## src/design/string_hash_partitioner_defines.svh

```systemverilog
// assertion macros for the string hash partitioner
`ifndef STRING_HASH_PARTITIONER_DEFINES_SVH
`define STRING_HASH_PARTITIONER_DEFINES_SVH

`ifndef ASSERT_OFF
// checked property, disabled while reset is asserted
`define SHP_ASSERT(lbl, clk, rst_n, prop) \
    lbl: assert property (@(posedge clk) disable iff (!rst_n) prop) \
        else $error("shp assertion failed");
// checked property, also checked while reset is asserted
`define SHP_ASSERT_ALWAYS(lbl, clk, prop) \
    lbl: assert property (@(posedge clk) prop) \
        else $error("shp assertion failed");
`else
`define SHP_ASSERT(lbl, clk, rst_n, prop)
`define SHP_ASSERT_ALWAYS(lbl, clk, prop)
`endif

`endif

```

## src/design/shp_pkg.sv

```systemverilog
// shared types and constants for the string hash partitioner
`timescale 1ns / 1ps

package shp_pkg;

    localparam int HASH_W  = 64;
    localparam int BYTE_W  = 8;
    localparam int CFG_W   = 17;
    localparam int IDX_W   = 16;
    localparam int CNT_W   = 6;

    localparam logic [HASH_W-1:0] HASH_SEED   = 64'd5381;
    localparam logic [CFG_W-1:0]  CFG_RESET   = 17'd1;
    localparam logic [CFG_W-1:0]  MAX_DIVISOR = 17'd65536;
    localparam logic [CNT_W-1:0]  DIV_LAST    = 6'd63;

    // operands for the shared adder
    typedef struct packed {
        logic [HASH_W-1:0] a;
        logic [HASH_W-1:0] b;
        logic              cin;
    } alu_req_t;

    typedef struct packed {
        logic [HASH_W-1:0] sum;
        logic              cout;
    } alu_rsp_t;

    // finished partition result from the engine
    typedef struct packed {
        logic             valid;
        logic [IDX_W-1:0] index;
    } res_t;

    // zero maps to one, anything above the maximum saturates
    function automatic logic [CFG_W-1:0] clamp_divisor(input logic [CFG_W-1:0] n);
        logic [CFG_W-1:0] d;
        d = n;
        if (n == '0)
        begin
            d = CFG_W'(1);
        end
        else if (n > MAX_DIVISOR)
        begin
            d = MAX_DIVISOR;
        end
        return d;
    endfunction

endpackage

```

## src/design/shp_if.sv

```systemverilog
// valid/ready channel interfaces for key bytes, results and configuration
`timescale 1ns / 1ps

interface shp_key_if import shp_pkg::*; ();
    logic              valid;
    logic              ready;
    logic [BYTE_W-1:0] key_byte;

    modport source (output valid, output key_byte, input ready);
    modport sink (input valid, input key_byte, output ready);
endinterface

interface shp_part_if import shp_pkg::*; ();
    logic             valid;
    logic             ready;
    logic [IDX_W-1:0] partition_index;

    modport source (output valid, output partition_index, input ready);
    modport sink (input valid, input partition_index, output ready);
endinterface

interface shp_cfg_if import shp_pkg::*; ();
    logic             valid;
    logic             ready;
    logic [CFG_W-1:0] part_count;

    modport source (output valid, output part_count, input ready);
    modport sink (input valid, input part_count, output ready);
endinterface

```

## src/design/string_hash_partitioner.sv

```systemverilog
// top level: djb2 string hash with partition modulo
//
// channel    dir   payload                 handshake
// key        in    key_byte[7:0]           valid/ready
// partition  out   partition_index[15:0]   valid/ready
// cfg        in    part_count[16:0]        valid/ready, always ready
//
// a nonzero key byte passes through accept, shift-add of hash*32 + hash, add of the sign-extended byte
// a zero byte passes through accept, 64 restoring-division steps on the shared
// 64-bit adder (one hash bit per cycle), then hand-off to the output register
// the output register holds one result, so the next key is hashed while it waits;
// a second result stalls in the engine until the output register frees up
// reset sets the hash to 5381 and the partition count to 1; no clearing pass
`timescale 1ns / 1ps

module string_hash_partitioner import shp_pkg::*;
(
    input  logic      clk,
    input  logic      rst_n,
    shp_key_if.sink   key,
    shp_part_if.source partition,
    shp_cfg_if.sink   cfg
);

    logic [CFG_W-1:0] part_count_reg;
    logic [CFG_W-1:0] divisor;
    logic             out_valid_reg;
    logic [IDX_W-1:0] out_index_reg;
    logic             res_ready;
    res_t             res;

    shp_engine u_engine
    (
        .clk       (clk),
        .rst_n     (rst_n),
        .key       (key),
        .divisor   (divisor),
        .res       (res),
        .res_ready (res_ready)
    );

    // configuration register
    assign cfg.ready = 1'b1;

    always_ff @(posedge clk or negedge rst_n)
    begin
        if (!rst_n)
        begin
            part_count_reg <= CFG_RESET;
        end
        else if (cfg.valid && cfg.ready)
        begin
            part_count_reg <= cfg.part_count;
        end
    end

    assign divisor = clamp_divisor(part_count_reg);

    // output register decouples the engine from the result sink
    assign res_ready                 = !out_valid_reg || partition.ready;
    assign partition.valid           = out_valid_reg;
    assign partition.partition_index = out_index_reg;

    always_ff @(posedge clk or negedge rst_n)
    begin
        if (!rst_n)
        begin
            out_valid_reg <= 1'b0;
        end
        else if (res.valid && res_ready)
        begin
            out_valid_reg <= 1'b1;
        end
        else if (partition.ready)
        begin
            out_valid_reg <= 1'b0;
        end
    end

    always_ff @(posedge clk)
    begin
        if (res.valid && res_ready)
        begin
            out_index_reg <= res.index;
        end
    end

endmodule

```

## src/design/shp_alu.sv

```systemverilog
// shared 64-bit adder with carry in and carry out
`timescale 1ns / 1ps

module shp_alu import shp_pkg::*;
(
    input  alu_req_t req,
    output alu_rsp_t rsp
);

    logic [HASH_W:0] total;

    // one wide add serves hash update and trial subtract
    always_comb
    begin
        total    = {1'b0, req.a} + {1'b0, req.b} + {{HASH_W{1'b0}}, req.cin};
        rsp.sum  = total[HASH_W-1:0];
        rsp.cout = total[HASH_W];
    end

endmodule

```

## src/design/shp_engine.sv

```systemverilog
// sequencer for the djb2 hash update and the bit-serial modulo
`timescale 1ns / 1ps
`include "string_hash_partitioner_defines.svh"

module shp_engine import shp_pkg::*;
(
    input  logic             clk,
    input  logic             rst_n,
    shp_key_if.sink          key,
    input  logic [CFG_W-1:0] divisor,
    output res_t             res,
    input  logic             res_ready
);

    typedef enum logic [2:0] {
        S_IDLE,
        S_MUL,
        S_ADD,
        S_DIV,
        S_FIN
    } state_t;

    state_t            state_reg, state_next;
    logic [HASH_W-1:0] hash_reg, hash_next;
    logic [BYTE_W-1:0] byte_reg, byte_next;
    logic [IDX_W-1:0]  rem_reg, rem_next;
    logic [CFG_W-1:0]  div_reg, div_next;
    logic [CNT_W-1:0]  cnt_reg, cnt_next;

    alu_req_t          alu_req;
    alu_rsp_t          alu_rsp;
    logic [IDX_W:0]    trial;
    logic              accept;

    shp_alu u_alu
    (
        .req (alu_req),
        .rsp (alu_rsp)
    );

    assign key.ready = (state_reg == S_IDLE);
    assign accept    = key.valid && key.ready;
    assign res.valid = (state_reg == S_FIN);
    assign res.index = rem_reg;

    // next remainder candidate: old remainder with the next hash bit shifted in
    assign trial = {rem_reg, hash_reg[HASH_W-1]};

    // operand select for the shared adder
    always_comb
    begin
        alu_req = '0;
        unique case (state_reg)
            S_MUL:
            begin
                alu_req.a   = {hash_reg[HASH_W-6:0], 5'b0};
                alu_req.b   = hash_reg;
                alu_req.cin = 1'b0;
            end
            S_ADD:
            begin
                alu_req.a   = hash_reg;
                alu_req.b   = {{(HASH_W-BYTE_W){byte_reg[BYTE_W-1]}}, byte_reg};
                alu_req.cin = 1'b0;
            end
            S_DIV:
            begin
                alu_req.a   = {{(HASH_W-IDX_W-1){1'b0}}, trial};
                alu_req.b   = ~{{(HASH_W-CFG_W){1'b0}}, div_reg};
                alu_req.cin = 1'b1;
            end
            S_IDLE, S_FIN:
            begin
                alu_req = '0;
            end
            default:
            begin
                alu_req = '0;
            end
        endcase
    end

    // sequencer next-state and datapath updates
    always_comb
    begin
        state_next = state_reg;
        hash_next  = hash_reg;
        byte_next  = byte_reg;
        rem_next   = rem_reg;
        div_next   = div_reg;
        cnt_next   = cnt_reg;
        unique case (state_reg)
            S_IDLE:
            begin
                if (accept)
                begin
                    byte_next = key.key_byte;
                    if (key.key_byte == '0)
                    begin
                        div_next   = divisor;
                        rem_next   = '0;
                        cnt_next   = '0;
                        state_next = S_DIV;
                    end
                    else
                    begin
                        state_next = S_MUL;
                    end
                end
            end
            S_MUL:
            begin
                hash_next  = alu_rsp.sum;
                state_next = S_ADD;
            end
            S_ADD:
            begin
                hash_next  = alu_rsp.sum;
                state_next = S_IDLE;
            end
            S_DIV:
            begin
                // carry out means the trial value is at least the divisor
                rem_next  = alu_rsp.cout ? alu_rsp.sum[IDX_W-1:0] : trial[IDX_W-1:0];
                hash_next = {hash_reg[HASH_W-2:0], 1'b0};
                cnt_next  = cnt_reg + CNT_W'(1);
                if (cnt_reg == DIV_LAST)
                begin
                    state_next = S_FIN;
                end
            end
            S_FIN:
            begin
                if (res_ready)
                begin
                    hash_next  = HASH_SEED;
                    state_next = S_IDLE;
                end
            end
            default:
            begin
                state_next = S_IDLE;
            end
        endcase
    end

    // state and registers
    always_ff @(posedge clk or negedge rst_n)
    begin
        if (!rst_n)
        begin
            state_reg <= S_IDLE;
            hash_reg  <= HASH_SEED;
            cnt_reg   <= '0;
            div_reg   <= CFG_RESET;
        end
        else
        begin
            state_reg <= state_next;
            hash_reg  <= hash_next;
            cnt_reg   <= cnt_next;
            div_reg   <= div_next;
        end
    end

    // payload registers
    always_ff @(posedge clk)
    begin
        byte_reg <= byte_next;
        rem_reg  <= rem_next;
    end

    `SHP_ASSERT(a_zero_starts_div, clk, rst_n, (accept && key.key_byte == '0) |=> (state_reg == S_DIV && cnt_reg == '0))
    `SHP_ASSERT(a_rem_below_div, clk, rst_n, res.valid |-> ({1'b0, rem_reg} < div_reg))
    `SHP_ASSERT(a_seed_after_result, clk, rst_n, (res.valid && res_ready) |=> (hash_reg == HASH_SEED))
    `SHP_ASSERT(a_div_in_range, clk, rst_n, (state_reg == S_DIV) |-> (div_reg != '0 && div_reg <= MAX_DIVISOR))
    `SHP_ASSERT_ALWAYS(a_ready_excl_result, clk, !(key.ready && res.valid))

endmodule
```

## src/flat_wrapper.sv

```systemverilog
// flat-port wrapper written by rule: the top's interface ports become plain ports
module string_hash_partitioner_flat import shp_pkg::*;
  (clk, rst_n, key_valid, key_key_byte, key_ready, partition_valid, partition_partition_index, partition_ready, cfg_valid, cfg_part_count, cfg_ready);
  shp_key_if key_i ();
  shp_part_if partition_i ();
  shp_cfg_if cfg_i ();
  input  logic clk;
  input  logic rst_n;
  input wire logic [$bits(key_i.valid)-1:0] key_valid;
  input wire logic [$bits(key_i.key_byte)-1:0] key_key_byte;
  output wire logic [$bits(key_i.ready)-1:0] key_ready;
  output wire logic [$bits(partition_i.valid)-1:0] partition_valid;
  output wire logic [$bits(partition_i.partition_index)-1:0] partition_partition_index;
  input wire logic [$bits(partition_i.ready)-1:0] partition_ready;
  input wire logic [$bits(cfg_i.valid)-1:0] cfg_valid;
  input wire logic [$bits(cfg_i.part_count)-1:0] cfg_part_count;
  output wire logic [$bits(cfg_i.ready)-1:0] cfg_ready;
  assign key_i.valid = key_valid;
  assign key_i.key_byte = key_key_byte;
  assign key_ready = key_i.ready;
  assign partition_valid = partition_i.valid;
  assign partition_partition_index = partition_i.partition_index;
  assign partition_i.ready = partition_ready;
  assign cfg_i.valid = cfg_valid;
  assign cfg_i.part_count = cfg_part_count;
  assign cfg_ready = cfg_i.ready;
  string_hash_partitioner u_core (.clk(clk), .rst_n(rst_n), .key(key_i), .partition(partition_i), .cfg(cfg_i));
endmodule
```

## config.mk

```make
export PLATFORM = sky130hd
export DESIGN_NAME = string_hash_partitioner_flat
export DESIGN_NICKNAME = d
export VERILOG_FILES = /design/src/design/shp_pkg.sv /design/src/design/shp_if.sv /design/src/design/string_hash_partitioner.sv /design/src/design/shp_alu.sv /design/src/design/shp_engine.sv /design/src/flat_wrapper.sv
export VERILOG_INCLUDE_DIRS = /design/src /design/src/design
export SDC_FILE = /design/constraint.sdc
export NUM_CORES = 1
export LEC_CHECK = 0
export CAP_MARGIN = 15
export CELL_PAD_IN_SITES_DETAIL_PLACEMENT = 1
export CELL_PAD_IN_SITES_GLOBAL_PLACEMENT = 1
export CORE_MARGIN = 2
export CORE_UTILIZATION = 40
export DETAILED_ROUTE_END_ITERATION = 12
export DONT_BUFFER_PORTS = 1
export PLACE_DENSITY_LB_ADDON = 0.15
export SETUP_SLACK_MARGIN = 0.15
export SYNTH_ARGS = -nofsm -noshare
export SYNTH_HDL_FRONTEND = slang
export SYNTH_SLANG_ARGS = --single-unit
```

## constraint.sdc

```tcl
create_clock -name clk -period 7.5 [get_ports clk]
set_input_delay 1.5 -clock clk [delete_from_list [all_inputs] [get_ports clk]]
set_output_delay 1.5 -clock clk [all_outputs]
set_load 0.005 [all_outputs]
```

== Yosys cells after proc, flatten, opt, wreduce, memory -nomap -nowiden ==
Cells that the tools add are included.

* Divide/modulo/power cells: 0
* Eq/ne operators: 9
* Shift-type cells: 0
* $mul: 0
* Reduce and logical (&&, ||, !) cells: 16
* Mux-type cells: 19
* $add $sub $neg: 3
* Bitwise logic cells: 1
* Magnitude comparators: 1

{| class="wikitable"
|+ Operators by type and width
! cell !! number
|-
| $pmux 129 s3 || 1
|-
| $pmux 64 s3 || 1
|-
| $add 64x64->65 || 1
|-
| $add 65x1->65 || 1
|-
| $mux 64 || 1
|-
| $not 17->64 || 1
|-
| $mux 16 || 3
|-
| $mux 17 || 2
|-
| $pmux 16 s2 || 1
|-
| $gt 17x17->1 const B || 1
|-
| $logic_not 17->1 || 1
|-
| $mux 6 || 2
|-
| $pmux 3 s4 || 1
|-
| $pmux 6 s2 || 1
|-
| $mux 3 || 3
|-
| $reduce_and 3->1 || 3
|-
| $logic_not 8->1 || 1
|-
| $add 6x1->6 const B || 1
|-
| $eq 3x2->1 const B || 2
|-
| $eq 6x6->1 const B || 1
|-
| $ne 2x1->1 const B || 3
|-
| $reduce_and 2->1 || 2
|-
| $reduce_bool 2->1 || 2
|-
| $eq 3x1->1 const B || 1
|-
| other kinds (10) || 12
|}

* Bits in latches: 0
* Bits in writable memories: 0
* Word-level logic and storage cells: 58
* Register bits: 148
* Bits in read-only memories: 0
* Output and inout bits: 19
* Memories kept: 0
* Bits of input ports: 30

== Depth between registers and ports, before layout ==
* Depth in word-level cells: 6
* Depth in mapped cells: 23
* Gate-level depth less buffers: 16

== Hierarchy ==
Synthesis repeated with hierarchy kept, for this count alone.

* Cells, all modules: 1,477
* Area total of the unflattened synthesis: 12,673.4 µm²

{| class="wikitable"
|+ By module, submodules not included
! module !! area each (µm²) !! cells each !! seq. area each (µm²) !! times used
|-
| shp_engine || 7,497.2 || 854 || 2,980.4 || 1
|-
| shp_alu || 3,786.1 || 540 || 0.0 || 1
|-
| string_hash_partitioner || 1,390.1 || 83 || 932.1 || 1
|}

== Worst setup path before layout ==
No wires, ideal clock.

* Path kind: register to register
* From: register u_core.u_engine.state_reg[1]
* To: register u_core.u_engine.rem_reg[10] (data pin)
* Data arrival time: 4,234 ps
* Setup time: 266 ps
* Required time: 7,234 ps
* Clock period less this slack: 4,500 ps
* Setup slack: 3,000 ps
* Buffers on the path: 6
* Stages on the path, launching flop included: 23
* Path through: dfrtp_1 -> clkbuf_1 -> nand2_1 -> or2_2 -> clkbuf_8 -> inv_2 -> clkbuf_1 -> clkbuf_1 -> a22o_1 -> fa_1 -> fa_1 -> a21o_1 -> a221oi_2 -> a21o_1 -> o22ai_1 -> a211oi_2 -> a211oi_2 -> nor2_2 -> o21ai_2 -> buf_6 -> buf_12 -> mux2i_1 -> nor2_1

* Word-level cells in the longest chain between the ends: 6
* Elaborated cells between the ends (all ways): 9
* Classes of those cells: add/sub: 2; eq/ne: 3; mux: 3; reduce/logical: 1

{| class="wikitable"
|+ RTL lines
! item !! line !! RTL
|-
| from (decl) || shp_engine.sv:23 || <nowiki>state_t state_reg, state_next;</nowiki>
|-
| from (signal assigned) || shp_engine.sv:159 || <nowiki>state_reg <= state_next;</nowiki>
|-
| $eq 3x2->1 (tied with other cells) || shp_engine.sv:53, shp_engine.sv:92 ||
|-
| $pmux 129 s3 || shp_engine.sv:53 || <nowiki>unique case (state_reg)</nowiki>
|-
| $add 64x64->65 || shp_alu.sv:15 || <nowiki>total = {1'b0, req.a} + {1'b0, req.b} + {{HASH_W{1'b0}}, req.cin};</nowiki>
|-
| $add 65x1->65 || shp_alu.sv:15 ||
|-
| $mux 16 || shp_engine.sv:124 || <nowiki>rem_next = alu_rsp.cout ? alu_rsp.sum[IDX_W-1:0] : trial[IDX_W-1:0];</nowiki>
|-
| $pmux 16 s2 (*) || shp_engine.sv:92 || <nowiki>unique case (state_reg)</nowiki>
|-
| to (signal assigned) || shp_engine.sv:170 || <nowiki>rem_reg <= rem_next;</nowiki>
|-
| to (decl) || shp_engine.sv:26 || <nowiki>logic [IDX_W-1:0] rem_reg, rem_next;</nowiki>
|}

Every way passes the cells marked *; elsewhere a longest branch is shown, timed or not.
A chain may end at the register's enable or synchronous reset.

== Final worst setup path ==
* From: register u_core.u_engine.state_reg[0]
* To: register u_core.u_engine.rem_reg[15] (data pin)

The elaborated chain is that of the path after synthesis.

==> impl_metrics.ini <==
[critical_path]
crit_slowest_cell = inv_2
crit_chain = buf_4 > nand2_1 > or2_2 > inv_2 > buf_4 > a22o_1 > fa_1 > fa_1 > a21o_1 > a221oi_2 > a21o_1 > o22ai_1 > a211oi_2 > a211oi_2 > nor2_2 > o21ai_2 > buf_4 > mux2i_1 > nor2_1
critPathLaunchType = flop
arrival_ns = 5.46
end_kind = flop
critical_path_class = reg2reg
slowest_delay_ns = 0.60
required_ns = 7.69
crit_fanout = 39
cpMostUsedCell = buf_4
crit_family = buffers and inverters
cp_num_buf_inv = 4

[logic_synthesis]
yosysWarnings = 0
synth_cells = 1420
ys_ff_latch = 148
avgSynthCellArea_um2 = 8.15
yosysUniqueCellTypes = 87
synth_edf_count = 40
synth_area_mm2 = 0.0116
ys_seq_area_share_pct = 33.8
async_flop_share_pct = 73.0
synth_fp_nets = 1516
ys.flop_type = dfrtp_1

[global_routing]
grt_usage_pct = 24.5
grt_pass1_vias = 10641
antenna_found_initial = 0
grt_max_degree = 109
grt_overflow = 0
grt_pass1_wl_um = 59200

[timing]
fin_crit_ns = 5.27
skew_ns = 0.0214
hold_violations = 0
fin_tns_setup_ns = 0
fin_crit_sh_pct = 70.2
rsz0062_at_grt = false
timing.final.ws_setup_ns = 2.23
max_clock_freq_ghz = 0.190
tightest_slew_ns = 1.14
max-slew-margin-rel_pct = 23.7
setup_viol_count_final = 0
holdWs_ns = 0.487
maxSlewViolCount = 0

[clocking]
post_cts_resized = 0
cts_buffer_depth = 2
clk_latency_ns = 0.46
cts.sinks = 148
path_clk_slew_ns = 0.07
cts_inserted_buffers = 17
post_cts_buffers = 0
root_buffer = clkbuf_16
cts_tree = built
cts_hold_buf = 0
cts_max_level = 4

[finish]
post-route-util_pct = 43.6
syn_to_final_growth_pct = 7.70
largest_reg_flops = 64
antenna_cells = 0
drive_above_1_share_pct = 8.99
register_area_mm2 = 0.00391
multiInputGateArea_mm2 = 0.00719
final_common_cell = nand2_1
final_cell_mix = 299 x nand2_1, 149 x nor2_1, 116 x a21oi_1
fin_nets = 1463
nFillCells = 3436

[power_and_ir_drop]
pwr-share-comb_pct = 62.2
power.switching_mw = 3.15
seqPwrFrac_pct = 22.4
p_int_mw = 3.05
ir_drop_uv = 199
p_clk_share_pct = 15.4
p_leak_nw = 5.66
power.density_mw_per_mm2 = 497
swShare_pct = 50.9

[flow_run]
maxCapViolCount = 0

[floorplan]
core_mm2 = 0.0286
initial_utilization_pct = 40.5
dieArea_mm2 = 0.0303
num_rows = 62
ios = 49
dieHeight_um = 174
die_w_um = 174

[detailed_routing]
ant_nets = 0
dr.first_iter.drc_count = 572
vias = 10485
wl_per_cell_um = 20.7
drc = 0
dr.pass1.iters = 5
routed_wl_um = 36500
viasPerCell = 5.94

[run_status]
run_status = complete, no violations

[placement]
gp_congestion = 0.858
dp_hpwl_um = 26500
post-place-ws_ns = 2.24
port_buffers = 0

[min_path]
hold_class = reg2reg
-- power groups by stage --
stage / logic (mW) / registers, mW / clock network [mW]
6_report: 3.86 / 1.39 / 0.955
2_1_floorplan: 2.95 / 1.31 / 0
3_3_place_gp: 3.75 / 1.39 / 0
3_5_place_dp: 3.82 / 1.40 / 0
4_1_cts: 3.84 / 1.39 / 0.973
5_1_grt: 4.31 / 1.43 / 1.00
-- kinds of logic after synthesis --
logic type	share of synthesized area, %
AO/OA/AOI/OAI	24.0
AND/OR/NAND/NOR	21.2
multiplexers	4.89
flip-flops	33.8
adder cells (fa/ha/maj)	7.35
XOR/XNOR	4.24
buffers and inverters	4.53
other	0.0324
-- metal layers --
metal	up-vias	routed length [µm]	global-route usage, %
li1	5003	-	-
met1	5235	17700	34.8
met2	210	16700	39.2
met3	37	1490	3.70
met4	0	546	6.37
met5	-	0	0
-- area by class of cell --
cell class / instances / share of cell area, %
Tap cell: 384 / 3.85
Clock buffer: 18 / 3.61
Multi-Input combinational cell: 1158 / 57.7
Sequential cell: 148 / 31.4
Inverter: 26 / 0.783
Clock inverter: 14 / 1.61
Timing Repair Buffer: 16 / 1.12
-- cells in the mapped netlist (5+ instances only) --
cell	number	area share (%)
nand4_1	22	1.2
o211ai_1	5	0.32
o21a_1	12	0.78
o21ai_1	17	0.73
buf_1	7	0.23
a21oi_1	118	5.1
a22oi_1	8	0.52
nand2_1	299	9.7
dfrtp_1	101	22
nor3_1	18	0.78
mux2i_1	24	2.1
nor2b_1	16	0.86
a31oi_1	10	0.54
edfxtp_1	40	10
a221oi_1	45	3.4
mux2_2	29	2.8
xnor2_1	35	2.6
o21ai_0	57	2.5
dfstp_2	7	1.6
ha_1	64	6.9
a211oi_1	6	0.39
buf_2	6	0.26
clkbuf_1	65	2.1
inv_1	25	0.81
o22ai_1	7	0.38
and2_1	6	0.32
nand2b_1	12	0.65
nor2_1	149	4.8
nor4_1	7	0.38
o21bai_1	13	0.84
nand3_1	17	0.73
xor2_1	21	1.6
a22o_1	26	2.0
and3_1	11	0.59
a21o_1	32	2.1
-- worst register-to-register path, stage by stage (launching register included) --
cell,delay [ns]
dfrtp_1,0.33
buf_4,0.41
nand2_1,0.09
or2_2,0.30
inv_2,0.60
buf_4,0.39
a22o_1,0.20
fa_1,0.24
fa_1,0.23
a21o_1,0.16
a221oi_2,0.10
a21o_1,0.24
o22ai_1,0.35
a211oi_2,0.16
a211oi_2,0.30
nor2_2,0.10
o21ai_2,0.14
buf_4,0.34
mux2i_1,0.26
nor2_1,0.06
-- worst paths after layout --
path,start,endpoint,slack (ns),cells past startpoint
min in group asynchronous,rst_n,u_core.u_engine.hash_reg[11],0.74,0
worst min-delay path,u_core.u_engine.rem_reg[15],u_core.partition.partition_index[15],0.49,0
worst max register to register,u_core.u_engine.state_reg[0],u_core.u_engine.rem_reg[15],2.23,19
worst max-delay path,u_core.u_engine.state_reg[0],u_core.u_engine.rem_reg[15],2.23,19
max in group asynchronous,rst_n,u_core.u_engine.hash_reg[0],6.50,0
worst min register to register,u_core.u_engine.rem_reg[15],u_core.partition.partition_index[15],0.49,0
-- stage by stage --
step | total power [mW] | instances | area (µm²)
final | 6.20 | 1764 | 12500
after floorplan | 4.26 | 1420 | 11600
after global placement | 5.15 | 1731 | 11800
after CTS | 6.20 | 1763 | 12400
after detailed placement | 5.22 | 1731 | 11800
after global routing | 6.74 | 1764 | 12500
(Power assumes the default switching activity.)
